===== src/sv/fpa_pkg.sv =====
// Package: shared types, operation codes and status codes for the fixed-point ALU.
package fpa_pkg;

  localparam int WORD_W = 32;
  localparam int FRAC_BITS_DEF = 8;

  typedef enum logic [3:0] {
    OP_ADD = 4'd0, OP_SUB = 4'd1, OP_MUL = 4'd2, OP_DIV = 4'd3,
    OP_GT = 4'd4, OP_LT = 4'd5, OP_GE = 4'd6, OP_LE = 4'd7,
    OP_EQ = 4'd8, OP_NE = 4'd9, OP_MIN = 4'd10, OP_MAX = 4'd11,
    OP_INC = 4'd12, OP_DEC = 4'd13, OP_FROM_INT = 4'd14, OP_TO_INT = 4'd15
  } op_t;

  typedef enum logic [1:0] {
    ST_OK = 2'd0, ST_DIV_ZERO = 2'd1, ST_SAT = 2'd2
  } status_t;

  typedef struct packed {
    logic [3:0] kind;
    logic signed [WORD_W-1:0] operand_a;
    logic signed [WORD_W-1:0] operand_b;
  } in_item_t;

  typedef struct packed {
    logic signed [WORD_W-1:0] result_word;
    logic compare_true;
    logic [1:0] status;
  } out_item_t;

endpackage


===== src/sv/fpa_simple.sv =====
// Combinational ops (add/sub/compare/min/max/inc/dec/convert), delayed through DEPTH registers.
module fpa_simple import fpa_pkg::*; #(
  parameter int FRAC_BITS = FRAC_BITS_DEF,
  parameter int DEPTH = 4
) (
  input  logic      clk,
  input  in_item_t  in_item,
  output out_item_t out_item
);
  out_item_t res;
  out_item_t dly_r [DEPTH];
  logic signed [WORD_W-1:0] a, b;
  logic signed [WORD_W-1:0] q;
  logic [WORD_W-1:0] bias;

  assign a = in_item.operand_a;
  assign b = in_item.operand_b;

  always_comb begin
    res = '0;
    q = '0;
    bias = '0;
    case (op_t'(in_item.kind))
      OP_ADD: res.result_word = a + b;
      OP_SUB: res.result_word = a - b;
      OP_GT: res.compare_true = a > b;
      OP_LT: res.compare_true = a < b;
      OP_GE: res.compare_true = a >= b;
      OP_LE: res.compare_true = a <= b;
      OP_EQ: res.compare_true = a == b;
      OP_NE: res.compare_true = a != b;
      OP_MIN: res.result_word = (a < b) ? a : b;
      OP_MAX: res.result_word = (a > b) ? a : b;
      OP_INC: res.result_word = a + 32'sd1;
      OP_DEC: res.result_word = a - 32'sd1;
      OP_FROM_INT: res.result_word = a <<< FRAC_BITS;
      OP_TO_INT: begin
        // bias negatives so the arithmetic shift truncates toward zero
        bias = a[WORD_W-1] ? WORD_W'((64'd1 << FRAC_BITS) - 64'd1) : '0;
        q = (a + $signed(bias)) >>> FRAC_BITS;
        res.result_word = q;
      end
      default: res = '0;
    endcase
  end

  always_ff @(posedge clk) begin
    dly_r[0] <= res;
    for (int i = 1; i < DEPTH; i++) dly_r[i] <= dly_r[i-1];
  end

  assign out_item = dly_r[DEPTH-1];
endmodule


===== config.mk =====
export PLATFORM = sky130hd
export DESIGN_NAME = fpa_simple
export DESIGN_NICKNAME = d
export VERILOG_FILES = /design/src/sv/fpa_pkg.sv /design/src/sv/fpa_simple.sv
export SDC_FILE = /design/constraint.sdc
export NUM_CORES = 1
export LEC_CHECK = 0
export BUFFER_PORTS_ARGS = -buffer_cell sky130_fd_sc_hd__clkbuf_2
export CAP_MARGIN = 20
export CORE_MARGIN = 5
export CORE_UTILIZATION = 64
export CTS_CLUSTER_DIAMETER = 40
export DETAILED_ROUTE_END_ITERATION = 12
export PLACE_DENSITY = 0.95
export SYNTH_ARGS = -nofsm -noshare
export SYNTH_HDL_FRONTEND = slang
export SYNTH_SLANG_ARGS = --single-unit

===== constraint.sdc =====
create_clock -name clk -period 12.64 [get_ports clk]
set_input_delay 1.896 -clock clk [delete_from_list [all_inputs] [get_ports clk]]
set_output_delay 1.896 -clock clk [all_outputs]
set_load 0.01 [all_outputs]

==> flow_summary.json <==
{
  "crit_arrival_ns": 6.51,
  "critical_path_required_ns": 12.93,
  "cts.sinks": 132,
  "finClkSkew_ns": 0.01467,
  "report.final.slew_viol_count": 0,
  "placed_cells": 1266,
  "io_pins": 104,
  "critPathBufInv": 1,
  "ctsHoldBuffers": 0,
  "initial_utilization_pct": 65.08,
  "post_cts_buffers": 0,
  "whs_ns": 0.3204,
  "register_area_um2": 2643,
  "maxCapViolCount": 0,
  "p_sw_share_pct": 33.49,
  "power_leakage_nw": 4.206,
  "power.switching_mw": 0.4424,
  "tightest_slew_ns": 1.000,
  "routedWlPerCell_um": 21.55,
  "regMostFlops": "dly_r",
  "grt_max_degree": 35,
  "synth.top_cell.area_share_pct": 30.78,
  "power_density_nw_per_um2": 135.1,
  "ctsResizeCount": 0,
  "ant_nets": 0,
  "path_max_fanout": 9,
  "totalWireLength_mm": 28.02,
  "power_frac_seq_pct": 37.5,
  "die_area_um2": 15830,
  "clockBufferDepth": 2,
  "synth_enable_flop_cells": 0,
  "nNetsFinal": 1251,
  "grt_usage_pct": 34.02,
  "synth_area_per_cell_um2": 8.383,
  "synth.distinct_cells": 79,
  "grt_pass1_vias": 8253,
  "slowest_stage": "or4_1",
  "stdcell_area_um2": 9781,
  "p_total_mw": 1.321,
  "drc_errors": 0,
  "insertion_delay_ns": 0.42,
  "fmax_ghz": 0.1609,
  "vias_per_cell": 6.739,
  "setup_viol": 0,
  "internal_power_mw": 0.8785,
  "p_clk_share_pct": 35.9,
  "reg_top3": "dly_r (132)",
  "totalNegativeSetupSlack_ns": 0,
  "startpoint_type": "input pin",
  "drive_gt1_share_pct": 15.06,
  "path_delay_family": "simple AND/OR/NAND/NOR gates",
  "cts_tree": "yes",
  "cts_buffers": 17,
  "largest_register_ffs": 132,
  "relSlewSlack_pct": 33.12,
  "fin_util_pct": 74.15,
  "gp_congestion": 1.037,
  "rows": 42,
  "yosys-top-cells-area": "dfxtp_1, ha_1, xnor2_1",
  "vias": 8761,
  "grt_pass1_wl_mm": 43.30,
  "synthToLayoutAreaGrowth_pct": 13.93,
  "stdcell_count": 1300,
  "io_buffer_count": 101,
  "cpPeakStageDelay_ns": 0.65,
  "hold_violations": 0,
  "syn_area_um2": 8584,
  "synthFlopType": "dfxtp_1",
  "fin_ws_ns": 6.424,
  "fp.dieW_um": 125.8,
  "htreeDepth": 4,
  "yosysSeqAreaShare_pct": 30.78,
  "firstDrtPassIters": 8,
  "yosysWarnings": 0,
  "chipHeight_um": 125.8,
  "postSynth.asyncResetShare_pct": 0,
  "syn_inst": 1024,
  "rsz0062_at_grt": "false",
  "max-vdd-ir-drop_mv": 0.1088,
  "critical_path_class": "in2reg",
  "outcome": "finished clean",
  "postPlaceCellArea_um2": 9196,
  "fin_crit_sh_pct": 49.18,
  "gr-total-overflow": 0,
  "worstPathCellList": "clkbuf_2 > or4_1 > nor4_4 > nand2b_1 > o41ai_1 > a31oi_1 > ha_1 > and3_1 > a31oi_1 > o21ai_0 > nand3b_1 > o22ai_1 > o21ai_0 > mux2i_1 > nor4b_2 > or3b_1",
  "dp_slack_ns": 6.153,
  "core_area_um2": 13190,
  "end_kind": "flip-flop",
  "drt-initial-drc-count": 1283,
  "clkTransAtPathRegs_ns": 0.07,
  "multi_input_area_um2": 5558,
  "synth_seq_cells": 132,
  "layout_min_cycle_time_ns": 6.216,
  "cts-root-buf": "clkbuf_16",
  "antenna_found_initial": 0,
  "combPwrFrac_pct": 26.6,
  "fill_cells": 971,
  "worstHoldPathType": "reg2reg",
  "dp.final_hpwl_mm": 20.11,
  "yosysTopAreaCell": "dfxtp_1"
}
## synth_stat cells, drive strengths merged, types with 14 or more instances
master	count
a21o	26
nand4	22
a222oi	15
dfxtp	132
inv	56
nor2	53
nand2	80
xor2	32
nor4	14
nand3	30
o21ai	56
a31oi	18
a221oi	14
clkbuf	36
xnor2	64
nor3	18
a21oi	99
ha	71
## cell type report
class,instances,share of cell area (%)
clock inverters,14,1.433
diodes,2,0.05117
inverters,56,2.149
multi-input cells,793,56.82
repair buffers,109,5.782
well taps,176,2.252
clock buffers,18,4.490
flip-flops and latches,132,27.02
## power by group through the flow
stage	Sequential (mW)	Clock, mW	Combinational [mW]
after global routing	0.502	0.499	0.375
after floorplan	0.505	0	0.219
after CTS	0.497	0.481	0.338
after global placement	0.497	0	0.330
final	0.496	0.474	0.351
after detailed placement	0.503	0	0.333
## path summary, 6_finish.rpt
check	endpoint	from	slack, ns	cells after the start
max reg2reg	dly_r[1][34]	dly_r[0][34]	12.19	0
max	dly_r[0][34]	in_item[0]	6.42	16
min	dly_r[3][5]	dly_r[2][5]	0.32	0
min reg2reg	dly_r[3][5]	dly_r[2][5]	0.32	0
## layout by cell type, fill, tap and decap left out, types with 32 or more instances in the layout
| cell | synthesis | layout |
|---|---|---|
| dfxtp_1 | 132 | 132 |
| clkbuf_2 | 0 | 101 |
| a21oi_1 | 99 | 99 |
| nand2_1 | 79 | 79 |
| ha_1 | 71 | 71 |
| xnor2_1 | 64 | 64 |
| inv_1 | 56 | 56 |
| o21ai_0 | 56 | 56 |
| nor2_1 | 53 | 53 |
| xor2_1 | 32 | 32 |
## per-layer routing
| metal | up-vias | global-route usage [%] | wire length (um) |
|---|---|---|---|
| met3 | 116 | 9.949 | 4265 |
| met5 | - | 0 | 0 |
| met4 | 0 | 14.89 | 1152 |
| li1 | 3995 | - | - |
| met1 | 3972 | 44.99 | 10640 |
| met2 | 678 | 51.86 | 11960 |
## cells by family (layout without fill, tap and decap cells)
logic type,Yosys count,after routing,share of synthesized area (%)
compound gates,329,329,25.45
xor+xnor,96,96,9.795
fa+ha+maj,73,73,10.81
buf+inv,100,197,4.766
flops,132,132,30.78
mux,6,6,0.7579
other cells,1,4,0.04368
simple gates,287,287,17.59
No activity file was read; power rests on OpenSTA's default activity.
