**src/sv/fpa_pkg.sv**
```systemverilog
// Package: shared types, operation codes and status codes for the fixed-point ALU.
package fpa_pkg;

  localparam int WORD_W = 32;
  localparam int FRAC_BITS_DEF = 8;

  typedef enum logic [3:0] {
    OP_ADD = 4'd0, OP_SUB = 4'd1, OP_MUL = 4'd2, OP_DIV = 4'd3,
    OP_GT = 4'd4, OP_LT = 4'd5, OP_GE = 4'd6, OP_LE = 4'd7,
    OP_EQ = 4'd8, OP_NE = 4'd9, OP_MIN = 4'd10, OP_MAX = 4'd11,
    OP_INC = 4'd12, OP_DEC = 4'd13, OP_FROM_INT = 4'd14, OP_TO_INT = 4'd15
  } op_t;

  typedef enum logic [1:0] {
    ST_OK = 2'd0, ST_DIV_ZERO = 2'd1, ST_SAT = 2'd2
  } status_t;

  typedef struct packed {
    logic [3:0] kind;
    logic signed [WORD_W-1:0] operand_a;
    logic signed [WORD_W-1:0] operand_b;
  } in_item_t;

  typedef struct packed {
    logic signed [WORD_W-1:0] result_word;
    logic compare_true;
    logic [1:0] status;
  } out_item_t;

endpackage

```
**src/sv/fpa_mul.sv**
```systemverilog
// Pipelined signed multiply: partial products of 16-bit halves, sum, scale and saturate.
module fpa_mul import fpa_pkg::*; #(
  parameter int FRAC_BITS = FRAC_BITS_DEF,
  parameter int DEPTH = 4
) (
  input  logic                     clk,
  input  logic signed [WORD_W-1:0] a,
  input  logic signed [WORD_W-1:0] b,
  output logic signed [WORD_W-1:0] result,
  output logic                     sat
);
  // magnitudes, split into halves
  logic [WORD_W-1:0] ma_r, mb_r;
  logic neg_r, neg2_r, neg3_r;
  logic [WORD_W-1:0] pll_r, plh_r, phl_r, phh_r;
  logic [63:0] prod_r;
  logic [63:0] q;
  logic signed [WORD_W-1:0] res_r;
  logic sat_r;
  logic signed [WORD_W-1:0] dly_r [DEPTH];
  logic dsat_r [DEPTH];

  always_ff @(posedge clk) begin
    ma_r <= a[WORD_W-1] ? WORD_W'(-a) : a;
    mb_r <= b[WORD_W-1] ? WORD_W'(-b) : b;
    neg_r <= a[WORD_W-1] ^ b[WORD_W-1];
    pll_r <= ma_r[15:0] * mb_r[15:0];
    plh_r <= ma_r[15:0] * mb_r[31:16];
    phl_r <= ma_r[31:16] * mb_r[15:0];
    phh_r <= ma_r[31:16] * mb_r[31:16];
    neg2_r <= neg_r;
    prod_r <= {phh_r, pll_r} + {16'd0, plh_r, 16'd0} + {16'd0, phl_r, 16'd0};
    neg3_r <= neg2_r;
  end

  // magnitude shift truncates toward zero
  assign q = prod_r >> FRAC_BITS;

  always_ff @(posedge clk) begin
    if (!neg3_r) begin
      sat_r <= q > 64'h7FFF_FFFF;
      res_r <= (q > 64'h7FFF_FFFF) ? 32'sh7FFF_FFFF : WORD_W'(q);
    end else begin
      sat_r <= q > 64'h8000_0000;
      res_r <= (q > 64'h8000_0000) ? 32'sh8000_0000 : WORD_W'(-q);
    end
    dly_r[0] <= res_r;
    dsat_r[0] <= sat_r;
    for (int i = 1; i < DEPTH; i++) begin
      dly_r[i] <= dly_r[i-1];
      dsat_r[i] <= dsat_r[i-1];
    end
  end

  assign result = dly_r[DEPTH-1];
  assign sat = dsat_r[DEPTH-1];
endmodule

```
**config.mk**
```make
export PLATFORM = sky130hd
export DESIGN_NAME = fpa_mul
export DESIGN_NICKNAME = d
export VERILOG_FILES = /design/src/sv/fpa_pkg.sv /design/src/sv/fpa_mul.sv
export SDC_FILE = /design/constraint.sdc
export NUM_CORES = 2
export LEC_CHECK = 0
export BUFFER_PORTS_ARGS = -buffer_cell sky130_fd_sc_hd__clkbuf_2
export CAP_MARGIN = 10
export CORE_MARGIN = 3
export CORE_UTILIZATION = 60
export CTS_BUF_LIST = sky130_fd_sc_hd__clkbuf_2 sky130_fd_sc_hd__clkbuf_4 sky130_fd_sc_hd__clkbuf_8
export DETAILED_ROUTE_END_ITERATION = 8
export PLACE_DENSITY = 0.8
export RECOVER_POWER = 100
export SETUP_SLACK_MARGIN = 0.2
export SYNTH_ARGS = -nofsm -noshare
export SYNTH_HDL_FRONTEND = slang
export SYNTH_SLANG_ARGS = --single-unit
```
**constraint.sdc**
```tcl
create_clock -name clk -period 6.11 [get_ports clk]
set_input_delay 0 -clock clk [delete_from_list [all_inputs] [get_ports clk]]
set_output_delay 0 -clock clk [all_outputs]
set_load 0.03 [all_outputs]
```
==> out/results.txt <==
Run status: complete, but fails checks
Failing checks: capacitance limit, slew limit, setup timing
Crit path from: ma_r[6]
Full die area: 80990 um^2
Max Fanout on Critical Path: 6
# clock sinks: 408
Number of H-tree levels: 3
Proportion of synthesized chip area in sequential cells: 17.54%
Smallest setup slack after layout: -0.08875 ns
Total CTS buffers: 71
DR pass1 iterations: 7
Ratio of cells with drive above 1 in the final layout: 14.57%
Die extent in x: 284.6 um
Max-cap check violation count: 1
Setup crit start kind: flop
Family with the most delay on the worst path: adder cells
Clock tree skew after final layout: 0.05816 ns
Area Overhead vs Synth: 18.32%
Total of buffers placed on input and output ports: 97
Hold Path Class: in -> reg
Category of the critical setup timing path: reg -> reg
Number of hold violations in the final report: 0
Period Utilization, post-route: 101.5%
Antenna violations before repair: 7
Cell area after synthesis: 46570 um^2
Launch instance of the worst register-to-register path: ma_r[6]
Biggest area contributors in the synthesized netlist: sky130_fd_sc_hd__fa_1 35%, sky130_fd_sc_hd__dfxtp_1 18%, sky130_fd_sc_hd__ha_1 12%
Final non-filler cell total: 6519
Global-route wire length before repair: 201000 um
Standard-cell row count: 101
Dominant cell type by count on the critical path: sky130_fd_sc_hd__fa_1
Area fraction of the dominant cell type after synthesis: 34.74%
Iter 0 DRT Violations: 3374
Final-report max-slew violation count: 4
Overall routed net length: 134100 um
Clk Latency, worst-skew pair: 0.72 ns
Net count of the mapped netlist: 6311
Count of yosys warnings during synthesis: 0
Achievable Freq: 161.3 MHz
Routed Antenna Nets: 0
Total instance count after detailed placement: 6206
HPWL after DPL: 93110 um
Vertical die dimension: 284.6 um
Data arrival, critical path: 6.78 ns
RePlAce Congestion: 0.9476
GR Util All Layers: 31.24%
Leading cell types in the layout, fill and taps excluded: 934 x sky130_fd_sc_hd__inv_1, 789 x sky130_fd_sc_hd__fa_1, 674 x sky130_fd_sc_hd__nand2_1, 443 x sky130_fd_sc_hd__and2_1, 409 x sky130_fd_sc_hd__ha_1
Crit-path slowest cell: sky130_fd_sc_hd__fa_1
Cells after Synth: 4990
Clk root buf: sky130_fd_sc_hd__clkbuf_8
Remaining global-route overflow: 0
Unrepaired setup endpoints after global routing: true
Final worst path period need: 6.199 ns
Startpoint of the lowest-slack hold path: a[30]
Number of enable-type register cells in the synthesized netlist: 0
Effective utilization at floorplan: 60.91%
Number of remaining DRC errors: 0
WL per Instance: 20.57 um
Vias in the first global route: 39060
Clock edge transition at the registers on the reported setup and hold paths: 0.07 ns
Placeable core region: 76450 um^2
Area leader, netlist: sky130_fd_sc_hd__fa_1
Prevailing post-synth register cell: sky130_fd_sc_hd__dfxtp_1
Count of buffering cells on the critical path with inverters included: 6
I/O Pins: 98
Via total after detailed routing: 37630
Number of library cell types mapped by synthesis: 67
Final nets: 6750
Avg Inst Size Synth: 9.332 um^2
Post-placement cell area: 50310 um^2
Final setup vio count: 5
Crit path cell chain: buf_12 -> buf_12 -> nand2_1 -> fa_1 -> inv_1 -> fa_1 -> fa_1 -> fa_1 -> fa_1 -> inv_1 -> fa_1 -> inv_2 -> ha_4 -> a21oi_4 -> o21ai_4 -> a211oi_4 -> a211oi_2 -> a211oi_2 -> buf_4 -> o21ai_4 -> a21o_1 -> o41ai_2 -> xnor2_1
Normalized max-slew margin: -6.155%
Number of register bits inferred by synthesis: 408
Worst Tran Pin Value: 1.572 ns
Synth async-reset ratio: 0%
Required time reported for the critical path endpoint: 6.69 ns
Slowest stage delay, CP: 0.54 ns
Most common library cell in the layout ignoring fill and taps: sky130_fd_sc_hd__inv_1
Bufs on Longest Clock Path: 3
Maximum number of pins on one net before global-route repair: 34
Number of vias per cell after detailed routing: 5.772
Crit path capture type: flop
Final-layout worst hold slack: 0.04884 ns
TritonCTS clock tree: yes
Final Instance Area: 55100 um^2
==> path summary, 6_finish.rpt <==
| kind | to | depth (start not counted) | slack [ns] |
|---|---|---|---|
| setup / recovery | pll_r[31] | 23 | -0.09 |
| hold / removal | ma_r[30] | 3 | 0.05 |
| setup reg to reg | pll_r[31] | 23 | -0.09 |
| hold reg to reg | dly_r[3][31] | 0 | 0.32 |
==> cells by family (layout without fill, tap and decap cells) <==
family | after synthesis | in the layout | share of synthesized area [%]
AND/OR/NAND/NOR | 1461 | 1461 | 15.53
adder cells (fa/ha/maj) | 1256 | 1256 | 46.77
buffers and inverters | 1179 | 1672 | 9.504
AO/OA/AOI/OAI | 475 | 475 | 6.674
flip-flops | 408 | 408 | 17.54
XOR/XNOR | 209 | 209 | 3.931
multiplexers | 2 | 2 | 0.04299
other | 0 | 6 | 0
==> metrics by stage <==
stage	utilization, %	worst slack, ns	setup TNS [ns]
after floorplan	-	0.2027	0
after global placement	65.80	-0.2025	-0.8455
after detailed placement	65.80	-0.4294	-3.124
after CTS	70.25	0.1647	0
after global routing	72.05	-0.2678	-1.988
final	72.06	-0.08875	-0.1698
==> sequential cells by signal, indices dropped and copies added (netlist names) <==
register and count:
neg3_r 1, mb_r 32, pll_r 24, sat_r 1, dsat_r 4, dly_r 128, neg_r 1, plh_r 32
prod_r 56, res_r 32, ma_r 32, neg2_r 1, phh_r 32, phl_r 32
==> metal layers <==
metal | up-vias | routed length (um) | GRT usage, %
met5 | - | 13 | 0
met4 | 2 | 9849 | 17.86
met3 | 739 | 13180 | 6.680
met2 | 2197 | 63520 | 51.77
met1 | 18510 | 47550 | 37.88
li1 | 16180 | - | -
==> cell usage after synthesis, types with 4 or more instances <==
cell                          n
sky130_fd_sc_hd__nor2_1      83
sky130_fd_sc_hd__nor3_1      43
sky130_fd_sc_hd__dfxtp_1    408
sky130_fd_sc_hd__a31o_2       7
sky130_fd_sc_hd__a31oi_1     23
sky130_fd_sc_hd__and4_1       5
sky130_fd_sc_hd__and2_1     475
sky130_fd_sc_hd__a21oi_1    124
sky130_fd_sc_hd__or4_1       14
sky130_fd_sc_hd__nand2b_1    16
sky130_fd_sc_hd__nand2_1    681
sky130_fd_sc_hd__or2_2        4
sky130_fd_sc_hd__nand3_1     28
sky130_fd_sc_hd__fa_1       808
sky130_fd_sc_hd__o21a_1      16
sky130_fd_sc_hd__o21bai_1    19
sky130_fd_sc_hd__nor2b_1     19
sky130_fd_sc_hd__o31ai_1     23
sky130_fd_sc_hd__ha_1       448
sky130_fd_sc_hd__clkbuf_1   220
sky130_fd_sc_hd__xor2_1      58
sky130_fd_sc_hd__a211o_1      6
sky130_fd_sc_hd__a211oi_1    12
sky130_fd_sc_hd__or3_1       18
sky130_fd_sc_hd__o311ai_0    27
sky130_fd_sc_hd__xnor2_1    151
sky130_fd_sc_hd__inv_1      957
sky130_fd_sc_hd__nand4_1     16
sky130_fd_sc_hd__nor4b_1      4
sky130_fd_sc_hd__nor4_1      11
sky130_fd_sc_hd__a21o_1      74
sky130_fd_sc_hd__o41ai_1     12
sky130_fd_sc_hd__and3_1      28
sky130_fd_sc_hd__a2111oi_0    4
sky130_fd_sc_hd__o21ai_0     95
==> layout make-up <==
cell class                 instances  area, um^2
clock inverter                    28       322.8
timing repair buffer             588        5261
inverter                         957        3592
sequential                       408        8289
antenna                            6       15.01
fill                            4845       21360
clock buffer                      99        1300
tap                             1030        1289
multi-input combinational       3403       35030
==> what timing repair did <==
action,4_1_cts,5_1_grt
pin swaps,50,143
hold buffers,120,0
cloned,3,4
hold endpoints to repair,64,0
gates resized for setup,113,262
buffers inserted,15,38
setup endpoints to repair,38,43
==> worst register-to-register path, delay by kind of cell (launching register included) <==
| kind | cells | cell delay (ns) |
|---|---|---|
| adders and majority gates | 7 | 3.18 |
| AOI/OAI and AO/OA | 8 | 1.65 |
| buffers and inverters | 6 | 0.62 |
| DFF | 1 | 0.40 |
| xor gates and xnor gates | 1 | 0.12 |
| and+or+nand+nor | 1 | 0.07 |
Power is not shown: default switching activity piles up to over one toggle a cycle in this logic, so the estimate is an artifact.
